[config.mk]
export PLATFORM = sky130hd
export DESIGN_NAME = utf8_decoder_with_repair
export DESIGN_NICKNAME = d
export VERILOG_FILES = /design/src/rtl/utf8r_pkg.sv /design/src/rtl/utf8_decoder_with_repair.sv
export SDC_FILE = /design/constraint.sdc
export NUM_CORES = 1
export LEC_CHECK = 0
export ABC_AREA = 1
export BUFFER_PORTS_ARGS = -buffer_cell sky130_fd_sc_hd__buf_2
export CELL_PAD_IN_SITES_DETAIL_PLACEMENT = 0
export CELL_PAD_IN_SITES_GLOBAL_PLACEMENT = 1
export CORE_MARGIN = 4
export CORE_UTILIZATION = 45
export DETAILED_ROUTE_END_ITERATION = 10
export PLACE_DENSITY_LB_ADDON = 0.1
export SETUP_SLACK_MARGIN = 0.15
export SYNTH_ARGS = -nofsm -noshare
export SYNTH_HDL_FRONTEND = slang
export SYNTH_SLANG_ARGS = --single-unit
[constraint.sdc]
create_clock -name i_clk -period 7.4 [get_ports i_clk]
set_input_delay 1.11 -clock i_clk [delete_from_list [all_inputs] [get_ports i_clk]]
set_output_delay 1.11 -clock i_clk [all_outputs]
set_load 0.02 [all_outputs]
[src/rtl/utf8r_pkg.sv]
// utf8r_pkg: constants, types and helpers for the utf-8 decoder with repair
// no dependencies; imported by the decoder top level and its checker

package utf8r_pkg;

    localparam int CODE_W   = 21;
    localparam int ADDR_W   = 3;
    localparam int DATA_W   = 32;
    localparam int FIFO_D   = 4;
    localparam int PTR_W    = $clog2(FIFO_D);
    localparam int CNT_W    = $clog2(FIFO_D + 1);

    // register map, byte address is 4 * index
    localparam logic [ADDR_W-1:0] REG_UTF16_OUTPUT = 3'h0;

    localparam logic [CODE_W-1:0] REPLACEMENT  = 21'h00FFFD;
    localparam logic [CODE_W-1:0] HI_SURR_BASE = 21'h00D800;
    localparam logic [CODE_W-1:0] LO_SURR_BASE = 21'h00DC00;
    localparam logic [CODE_W-1:0] HI_SURR_LAST = 21'h00DBFF;
    localparam logic [CODE_W-1:0] LO_SURR_LAST = 21'h00DFFF;
    localparam logic [CODE_W-1:0] CODE_MAX     = 21'h10FFFF;

    localparam logic [7:0] LOW_DEFAULT  = 8'h80;
    localparam logic [7:0] HIGH_DEFAULT = 8'hBF;
    localparam logic [7:0] LOW_AFTER_E0 = 8'hA0;
    localparam logic [7:0] HIGH_AFTER_ED = 8'h9F;
    localparam logic [7:0] LOW_AFTER_F0 = 8'h90;
    localparam logic [7:0] HIGH_AFTER_F4 = 8'h8F;

    // one result unit as it sits in the output queue
    typedef struct packed {
        logic [CODE_W-1:0] code;
        logic              rep;
        logic              last;
    } t_unit;

    // up to two results caused by one input byte
    typedef struct packed {
        logic [1:0] cnt;
        t_unit      u1;
        t_unit      u0;
    } t_pair;

    function automatic t_pair pair_push(t_pair p, logic [CODE_W-1:0] code, logic rep);
        t_pair q;
        q = p;
        if (p.cnt == 2'd0) begin
            q.u0.code = code;
            q.u0.rep  = rep;
            q.cnt     = 2'd1;
        end else if (p.cnt == 2'd1) begin
            q.u1.code = code;
            q.u1.rep  = rep;
            q.cnt     = 2'd2;
        end
        return q;
    endfunction

    function automatic logic is_high_surr(logic [CODE_W-1:0] c);
        return (c >= HI_SURR_BASE) && (c <= HI_SURR_LAST);
    endfunction

    function automatic logic is_low_surr(logic [CODE_W-1:0] c);
        return (c >= LO_SURR_BASE) && (c <= LO_SURR_LAST);
    endfunction

endpackage

[src/rtl/utf8_decoder_with_repair.sv]
// utf8_decoder_with_repair: validating utf-8 to utf-32 / utf-16 decoder
// depends on utf8r_pkg (constants, t_unit, t_pair, pair_push)
//
//  channel  | handshake                         | payload
//  ---------+-----------------------------------+-------------------------------------
//  input    | i_in_valid / o_in_stall           | i_in_byte, i_in_string_end
//  output   | o_out_valid / i_out_stall         | o_code_unit, o_was_replaced, o_run_last
//  config   | psel, penable, pwrite, pready     | paddr, pwdata, prdata
//
// one byte is taken per cycle unless o_in_stall is high; the decode of that byte
// and the state update happen in the same cycle and its 0..2 result units land
// in a 4-entry queue. the queue drains one unit per cycle while i_out_stall is low,
// so the rate is one byte per cycle as long as the stream averages at most one unit
// per byte; a surrogate pair or a replacement followed by another unit is two units.
// o_in_stall is high while fewer than two queue slots are free (registered).
// synchronous active-low reset clears the decoder state, the mode and the queue.

module utf8_decoder_with_repair
    import utf8r_pkg::*;
(
    input  logic                  i_clk,
    input  logic                  i_rst_n,

    // byte input transaction
    input  logic                  i_in_valid,
    output logic                  o_in_stall,
    input  logic [7:0]            i_in_byte,
    input  logic                  i_in_string_end,

    // result output transaction
    output logic                  o_out_valid,
    input  logic                  i_out_stall,
    output logic [CODE_W-1:0]     o_code_unit,
    output logic                  o_was_replaced,
    output logic                  o_run_last,

    // apb-style config port
    input  logic                  psel,
    input  logic                  penable,
    input  logic                  pwrite,
    input  logic [ADDR_W-1:0]     paddr,
    input  logic [DATA_W-1:0]     pwdata,
    output logic [DATA_W-1:0]     prdata,
    output logic                  pready
);

    // decoder state
    logic [CODE_W-1:0] r_partial, n_partial;
    logic [1:0]        r_needed,  n_needed;
    logic [1:0]        r_seen,    n_seen;
    logic [7:0]        r_low,     n_low;
    logic [7:0]        r_high,    n_high;
    logic              r_utf16;

    // output queue
    t_unit             r_fifo [FIFO_D];
    logic [PTR_W-1:0]  r_wr_ptr;
    logic [PTR_W-1:0]  r_rd_ptr;
    logic [CNT_W-1:0]  r_count;

    logic              w_in_accept;
    logic              w_out_accept;
    logic              w_cfg_write;

    logic              w_active;
    logic              w_bad_cont;
    logic              w_good_cont;
    logic              w_complete;
    logic [1:0]        w_seen_inc;
    logic [CODE_W-1:0] w_cont_code;
    logic [19:0]       w_supp_off;
    t_pair             w_pair;

    assign pready       = 1'b1;
    assign w_cfg_write  = psel && penable && pwrite && pready;
    assign prdata       = (paddr == REG_UTF16_OUTPUT) ? {{(DATA_W-1){1'b0}}, r_utf16}
                                                      : '0;

    // two free slots are needed since one byte can cause two units
    assign o_in_stall   = (r_count > CNT_W'(FIFO_D - 2));
    assign w_in_accept  = i_in_valid && !o_in_stall;
    assign o_out_valid  = (r_count != '0);
    assign w_out_accept = o_out_valid && !i_out_stall;

    assign o_code_unit    = r_fifo[r_rd_ptr].code;
    assign o_was_replaced = r_fifo[r_rd_ptr].rep;
    assign o_run_last     = r_fifo[r_rd_ptr].last;

    // continuation checks against the current window
    assign w_active    = (r_needed != 2'd0);
    assign w_bad_cont  = w_active && ((i_in_byte < r_low) || (i_in_byte > r_high));
    assign w_good_cont = w_active && !w_bad_cont;
    assign w_seen_inc  = r_seen + 2'd1;
    assign w_complete  = w_good_cont && (w_seen_inc >= r_needed);
    assign w_cont_code = {r_partial[CODE_W-7:0], i_in_byte[5:0]};
    // offset above the basic plane for surrogate pairs
    assign w_supp_off  = 20'(w_cont_code - 21'h010000);

    always_comb begin
        n_partial = r_partial;
        n_needed  = r_needed;
        n_seen    = r_seen;
        n_low     = r_low;
        n_high    = r_high;
        w_pair    = '0;

        if (w_good_cont) begin
            n_low     = LOW_DEFAULT;
            n_high    = HIGH_DEFAULT;
            n_partial = w_cont_code;
            n_seen    = w_seen_inc;
            if (w_complete) begin
                n_partial = '0;
                n_needed  = 2'd0;
                n_seen    = 2'd0;
                if (r_utf16 && (w_cont_code[CODE_W-1:16] != '0)) begin
                    // supplementary code point -> high then low surrogate
                    w_pair = pair_push(w_pair,
                                       HI_SURR_BASE + CODE_W'(w_supp_off[19:10]), 1'b0);
                    w_pair = pair_push(w_pair,
                                       LO_SURR_BASE + CODE_W'(w_supp_off[9:0]), 1'b0);
                end else begin
                    w_pair = pair_push(w_pair, w_cont_code, 1'b0);
                end
            end
        end else begin
            // no open sequence, or a broken one: restart and treat as a lead
            n_partial = '0;
            n_needed  = 2'd0;
            n_seen    = 2'd0;
            n_low     = LOW_DEFAULT;
            n_high    = HIGH_DEFAULT;
            if (w_bad_cont) begin
                w_pair = pair_push(w_pair, REPLACEMENT, 1'b1);
            end
            if (i_in_byte inside {[8'h00:8'h7F]}) begin
                w_pair = pair_push(w_pair, CODE_W'(i_in_byte), 1'b0);
            end else if (i_in_byte inside {[8'hC2:8'hDF]}) begin
                n_partial = CODE_W'(i_in_byte[4:0]);
                n_needed  = 2'd1;
            end else if (i_in_byte inside {[8'hE0:8'hEF]}) begin
                n_partial = CODE_W'(i_in_byte[3:0]);
                n_needed  = 2'd2;
                if (i_in_byte == 8'hE0) begin
                    n_low = LOW_AFTER_E0;
                end else if (i_in_byte == 8'hED) begin
                    n_high = HIGH_AFTER_ED;
                end
            end else if (i_in_byte inside {[8'hF0:8'hF4]}) begin
                n_partial = CODE_W'(i_in_byte[2:0]);
                n_needed  = 2'd3;
                if (i_in_byte == 8'hF0) begin
                    n_low = LOW_AFTER_F0;
                end else if (i_in_byte == 8'hF4) begin
                    n_high = HIGH_AFTER_F4;
                end
            end else begin
                // stray continuation, overlong c0/c1, or f5 and above
                w_pair = pair_push(w_pair, REPLACEMENT, 1'b1);
            end
        end

        // end of string flushes a sequence left open
        if (i_in_string_end) begin
            if (n_needed != 2'd0) begin
                w_pair = pair_push(w_pair, REPLACEMENT, 1'b1);
            end
            n_partial = '0;
            n_needed  = 2'd0;
            n_seen    = 2'd0;
            n_low     = LOW_DEFAULT;
            n_high    = HIGH_DEFAULT;
        end

        w_pair.u0.last = (w_pair.cnt == 2'd1);
        w_pair.u1.last = 1'b1;
    end

    // decoder state and mode register
    always_ff @(posedge i_clk) begin
        if (!i_rst_n) begin
            r_partial <= '0;
            r_needed  <= 2'd0;
            r_seen    <= 2'd0;
            r_low     <= LOW_DEFAULT;
            r_high    <= HIGH_DEFAULT;
            r_utf16   <= 1'b0;
        end else begin
            if (w_in_accept) begin
                r_partial <= n_partial;
                r_needed  <= n_needed;
                r_seen    <= n_seen;
                r_low     <= n_low;
                r_high    <= n_high;
            end
            if (w_cfg_write && (paddr == REG_UTF16_OUTPUT)) begin
                r_utf16 <= pwdata[0];
            end
        end
    end

    // queue payload, no reset needed
    always_ff @(posedge i_clk) begin
        if (w_in_accept && (w_pair.cnt != 2'd0)) begin
            r_fifo[r_wr_ptr] <= w_pair.u0;
        end
        if (w_in_accept && (w_pair.cnt == 2'd2)) begin
            r_fifo[r_wr_ptr + PTR_W'(1)] <= w_pair.u1;
        end
    end

    // queue pointers and fill level
    always_ff @(posedge i_clk) begin
        if (!i_rst_n) begin
            r_wr_ptr <= '0;
            r_rd_ptr <= '0;
            r_count  <= '0;
        end else begin
            if (w_in_accept) begin
                r_wr_ptr <= r_wr_ptr + PTR_W'(w_pair.cnt);
            end
            if (w_out_accept) begin
                r_rd_ptr <= r_rd_ptr + PTR_W'(1);
            end
            r_count <= r_count
                     + (w_in_accept ? CNT_W'(w_pair.cnt) : CNT_W'(0))
                     - (w_out_accept ? CNT_W'(1) : CNT_W'(0));
        end
    end

endmodule

==> out/qor_table.md <==
| Item | This run |
|:---|:---|
| Worst voltage drop across the vdd grid | 0.000148 V |
| Biggest area contributors in the synthesized netlist | sky130_fd_sc_hd__edfxtp_1 28%, sky130_fd_sc_hd__dfxtp_1 16%, sky130_fd_sc_hd__nand2_1 10% |
| Sink count of the clock tree | 125 |
| Design area | 7900 um2 |
| Final critical-path required period | 5.09 ns |
| Yosys Warn Count | 0 |
| Row count | 45 |
| Leakage | 0.00355 uW |
| Kind of end point of the critical path | flip-flop |
| Placed wire-length estimate after detailed placement | 13200 um |
| Count of maximum capacitance violations | 0 |
| Hold-fix buffer count after cts | 0 |
| Final layout net count | 1025 |
| Average cell area after synthesis | 7.63 um2 |
| Maximum number of pins on one net before global-route repair | 63 |
| Commonest cells after routing, fill and taps aside | 195 x sky130_fd_sc_hd__nand2_1, 139 x sky130_fd_sc_hd__nand3_1, 94 x sky130_fd_sc_hd__nor2_1 |
| Outcome | finished, final reports clean |
| Worst hold slack | 0.459 ns |
| Insertion delay of the later-clocked pin in the worst-skew pair | 0.42 ns |
| Worst Skew | 0.00733 ns |
| Total Wirelength | 19400 um |
| First-pass GRT wire length | 31100 um |
| Post-CTS Setup Repair Bufs | 0 |
| RSZ-0062 raised after global routing | no |
| Number of antenna violations at the first check in global routing | 0 |
| Initial Utilization | 0.466 |
| Register-to-register setup slack | 2.84 ns |
| Vert. Die Dim | 134 um |
| Synth unique cells | 39 |
| Drt drc | 0 |
| Number of instances in the synthesized netlist | 941 |
| Layout area overhead | 10.0% |
| Post-Place Cells | 1150 |
| Total cell area at the placement stage | 7350 um2 |
| Antenna diode instance count | 0 |
| CTS tree | yes |
| Most common cell after layout, fill and taps aside | sky130_fd_sc_hd__nand2_1 |
| Die footprint | 18100 um2 |
| Port Buffers | 45 |
| Number of routed nets with antenna violations | 0 |
| Worst Hold Path Cells | 2 |
| Critical Path Source | i_in_byte[5] |
| Max_slew headroom | 0.376 |
| Share of the clock period used by the worst path | 0.688 |
| Critical path data arrival time | 5.13 ns |
| Via count of the first global-routing pass | 6106 |
| Worst Path Required | 7.44 ns |
| Area of the core | 15400 um2 |
| Start-to-end type of the worst setup path | primary input to flip-flop |
| H-tree Lvls | 4 |
| F_max | 0.196 GHz |
| Final hold violation count | 0 |
| Portion of the post-synthesis area used by sequential elements | 0.443 |
| Final TNS setup | 0 ns |
| Area of the multi-input gates | 3380 um2 |
| Launch instance of the worst min-delay path | r_fifo[1][0] |
| Number of slew-limit violations in the final report | 0 |
| I/O Pins | 109 |
| Number of detailed-route iterations in the first pass | 5 |
| Maximum count of clock buffers along a single path | 2 |
| Worst hold path class | flip-flop to flip-flop |
| Global-route total usage across every layer | 0.218 |
| Share of the synthesized area in the top cell type | 0.284 |
| Filler cell count | 1560 |
| Worst hold path endpoint | r_fifo[1][0] |
| Die W | 134 um |
| Cell count of the worst reg-to-reg path | 22 |
| Clock-pin slew of the registers on the worst-case setup and hold paths | 0.06 ns |
| Root Buffer | sky130_fd_sc_hd__clkbuf_16 |
| Least-Margin Pin Slew | 0.935 ns |
| Startpoint Class | primary input |
| Ratio of routed vias to standard cells | 5.44 |
| Number of DRC markers in iteration 0 | 482 |
| Fraction of layout cells with a size suffix above 1 | 0.115 |
| Largest area contributor in the synthesized netlist | sky130_fd_sc_hd__edfxtp_1 |
| Post-Synthesis Cell Area | 7180 um2 |
| GPL Wtd Cong | 0.915 |
| Top fanout value on the critical path | 47 |
| Power density over the cells | 311 nW/um2 |
| Final setup violation count | 0 |
| Total number of vias | 6433 |
| Post-CTS resize count | 0 |
| Sequential standard cell area | 3180 um2 |
| Overall overflow remaining after global route | 0 |
| Count of placed standard cells in the final layout, fillers left out | 1182 |
| Drt wl/cell | 16.4 um |
| Reg-to-Reg End | r_fifo[1][3] |
| Reg-to-reg critical path startpoint | r_high[5] |
| Number of flip-flops and latches in the synthesized netlist | 125 |
| Number of buffers added by the clock tree synthesis step | 17 |
final cells by class:
class                      instances  area share
inverter                          64      0.0304
sequential                       125       0.403
timing repair buffer              53      0.0361
tap                              211      0.0334
multi-input combinational        697       0.428
clock inverter                    10     0.00792
clock buffer                      22      0.0614
through the flow:
| stage | setup slack [ns] | util | total power [uW] |
|---|---|---|---|
| floorplan | 3.26 | - | 1500 |
| global placement | 1.96 | 0.477 | 1670 |
| detailed placement | 1.88 | 0.477 | 1700 |
| CTS | 2.31 | 0.512 | 2470 |
| global route | 1.88 | 0.512 | 2600 |
| finish | 2.31 | 0.512 | 2450 |
critical path, cell delays in order:
cell	delay [ns]
sky130_fd_sc_hd__buf_2	0.16
sky130_fd_sc_hd__ha_1	0.31
sky130_fd_sc_hd__inv_1	0.04
sky130_fd_sc_hd__nand2_1	0.05
sky130_fd_sc_hd__nand2_1	0.07
sky130_fd_sc_hd__a21oi_1	0.20
sky130_fd_sc_hd__nand2_1	0.17
sky130_fd_sc_hd__nand2_1	0.11
sky130_fd_sc_hd__ha_1	0.23
sky130_fd_sc_hd__nand3_1	0.08
sky130_fd_sc_hd__nand2_1	0.05
sky130_fd_sc_hd__inv_1	0.05
sky130_fd_sc_hd__nand2_1	0.05
sky130_fd_sc_hd__nand2_1	0.09
sky130_fd_sc_hd__nand2_1	0.08
sky130_fd_sc_hd__inv_1	0.09
sky130_fd_sc_hd__ha_1	0.23
sky130_fd_sc_hd__nand2_1	0.10
sky130_fd_sc_hd__nand3_1	0.13
sky130_fd_sc_hd__nand2_2	0.69
sky130_fd_sc_hd__nand2_2	0.29
sky130_fd_sc_hd__nand2_1	0.72
layer usage:
metal,vias up,track usage,part of all wire
met1,3013,0.277,0.44
met2,217,0.371,0.49
met3,33,0.0416,0.054
li1,3170,-,-
met4,0,0.0775,0.021
met5,-,0,0
worst max path at each step:
stage | end | slack, ns | depth (start not counted)
after floorplan | r_count[2] | 3.26 | 26
after global placement | r_fifo[1][6] | 1.96 | 22
after detailed placement | r_fifo[1][3] | 1.88 | 22
after CTS | r_fifo[1][7] | 2.31 | 22
after global routing | r_fifo[1][3] | 1.88 | 22
final | r_fifo[1][3] | 2.31 | 22
report_power, final:
| part | switching [uW] | internal (uW) |
|---|---|---|
| clock | 306 | 464 |
| sequential | 53.4 | 855 |
| combinational | 553 | 223 |
sequential cells by signal (all words and copies together) (netlist names), named ones only:
| name | flops |
|---|---|
| r_seen | 2 |
| r_low | 2 |
| r_needed | 2 |
| r_utf16 | 1 |
| r_wr_ptr | 2 |
| r_partial | 15 |
| r_fifo | 92 |
| r_rd_ptr | 2 |
| r_high | 2 |
| r_count | 3 |
synth_stat cells, drive strengths merged:
master   count
nor4         1
dfxtp       57
nand2      205
xor2         4
ha          15
o22ai       24
and2         1
clkbuf      28
o2111ai      1
xnor2        1
clkinv       2
a31oi        1
a21oi       57
edfxtp      68
a22oi        2
nand3      145
fa           1
o21ai       89
inv         62
buf         57
nand3b       2
nor2       102
o211ai       3
o31ai        1
conb         2
nor3         2
nand4        8
logic make-up after synthesis:
| family | after synthesis | synth area share |
|---|---|---|
| xor gates and xnor gates | 5 | 0.00610 |
| adders and majority gates | 16 | 0.0289 |
| DFF | 125 | 0.443 |
| AOI/OAI and AO/OA | 178 | 0.131 |
| buffers and inverters | 149 | 0.103 |
| and+or+nand+nor | 466 | 0.286 |
| other | 2 | 0.00105 |
(Power assumes the default switching activity.)
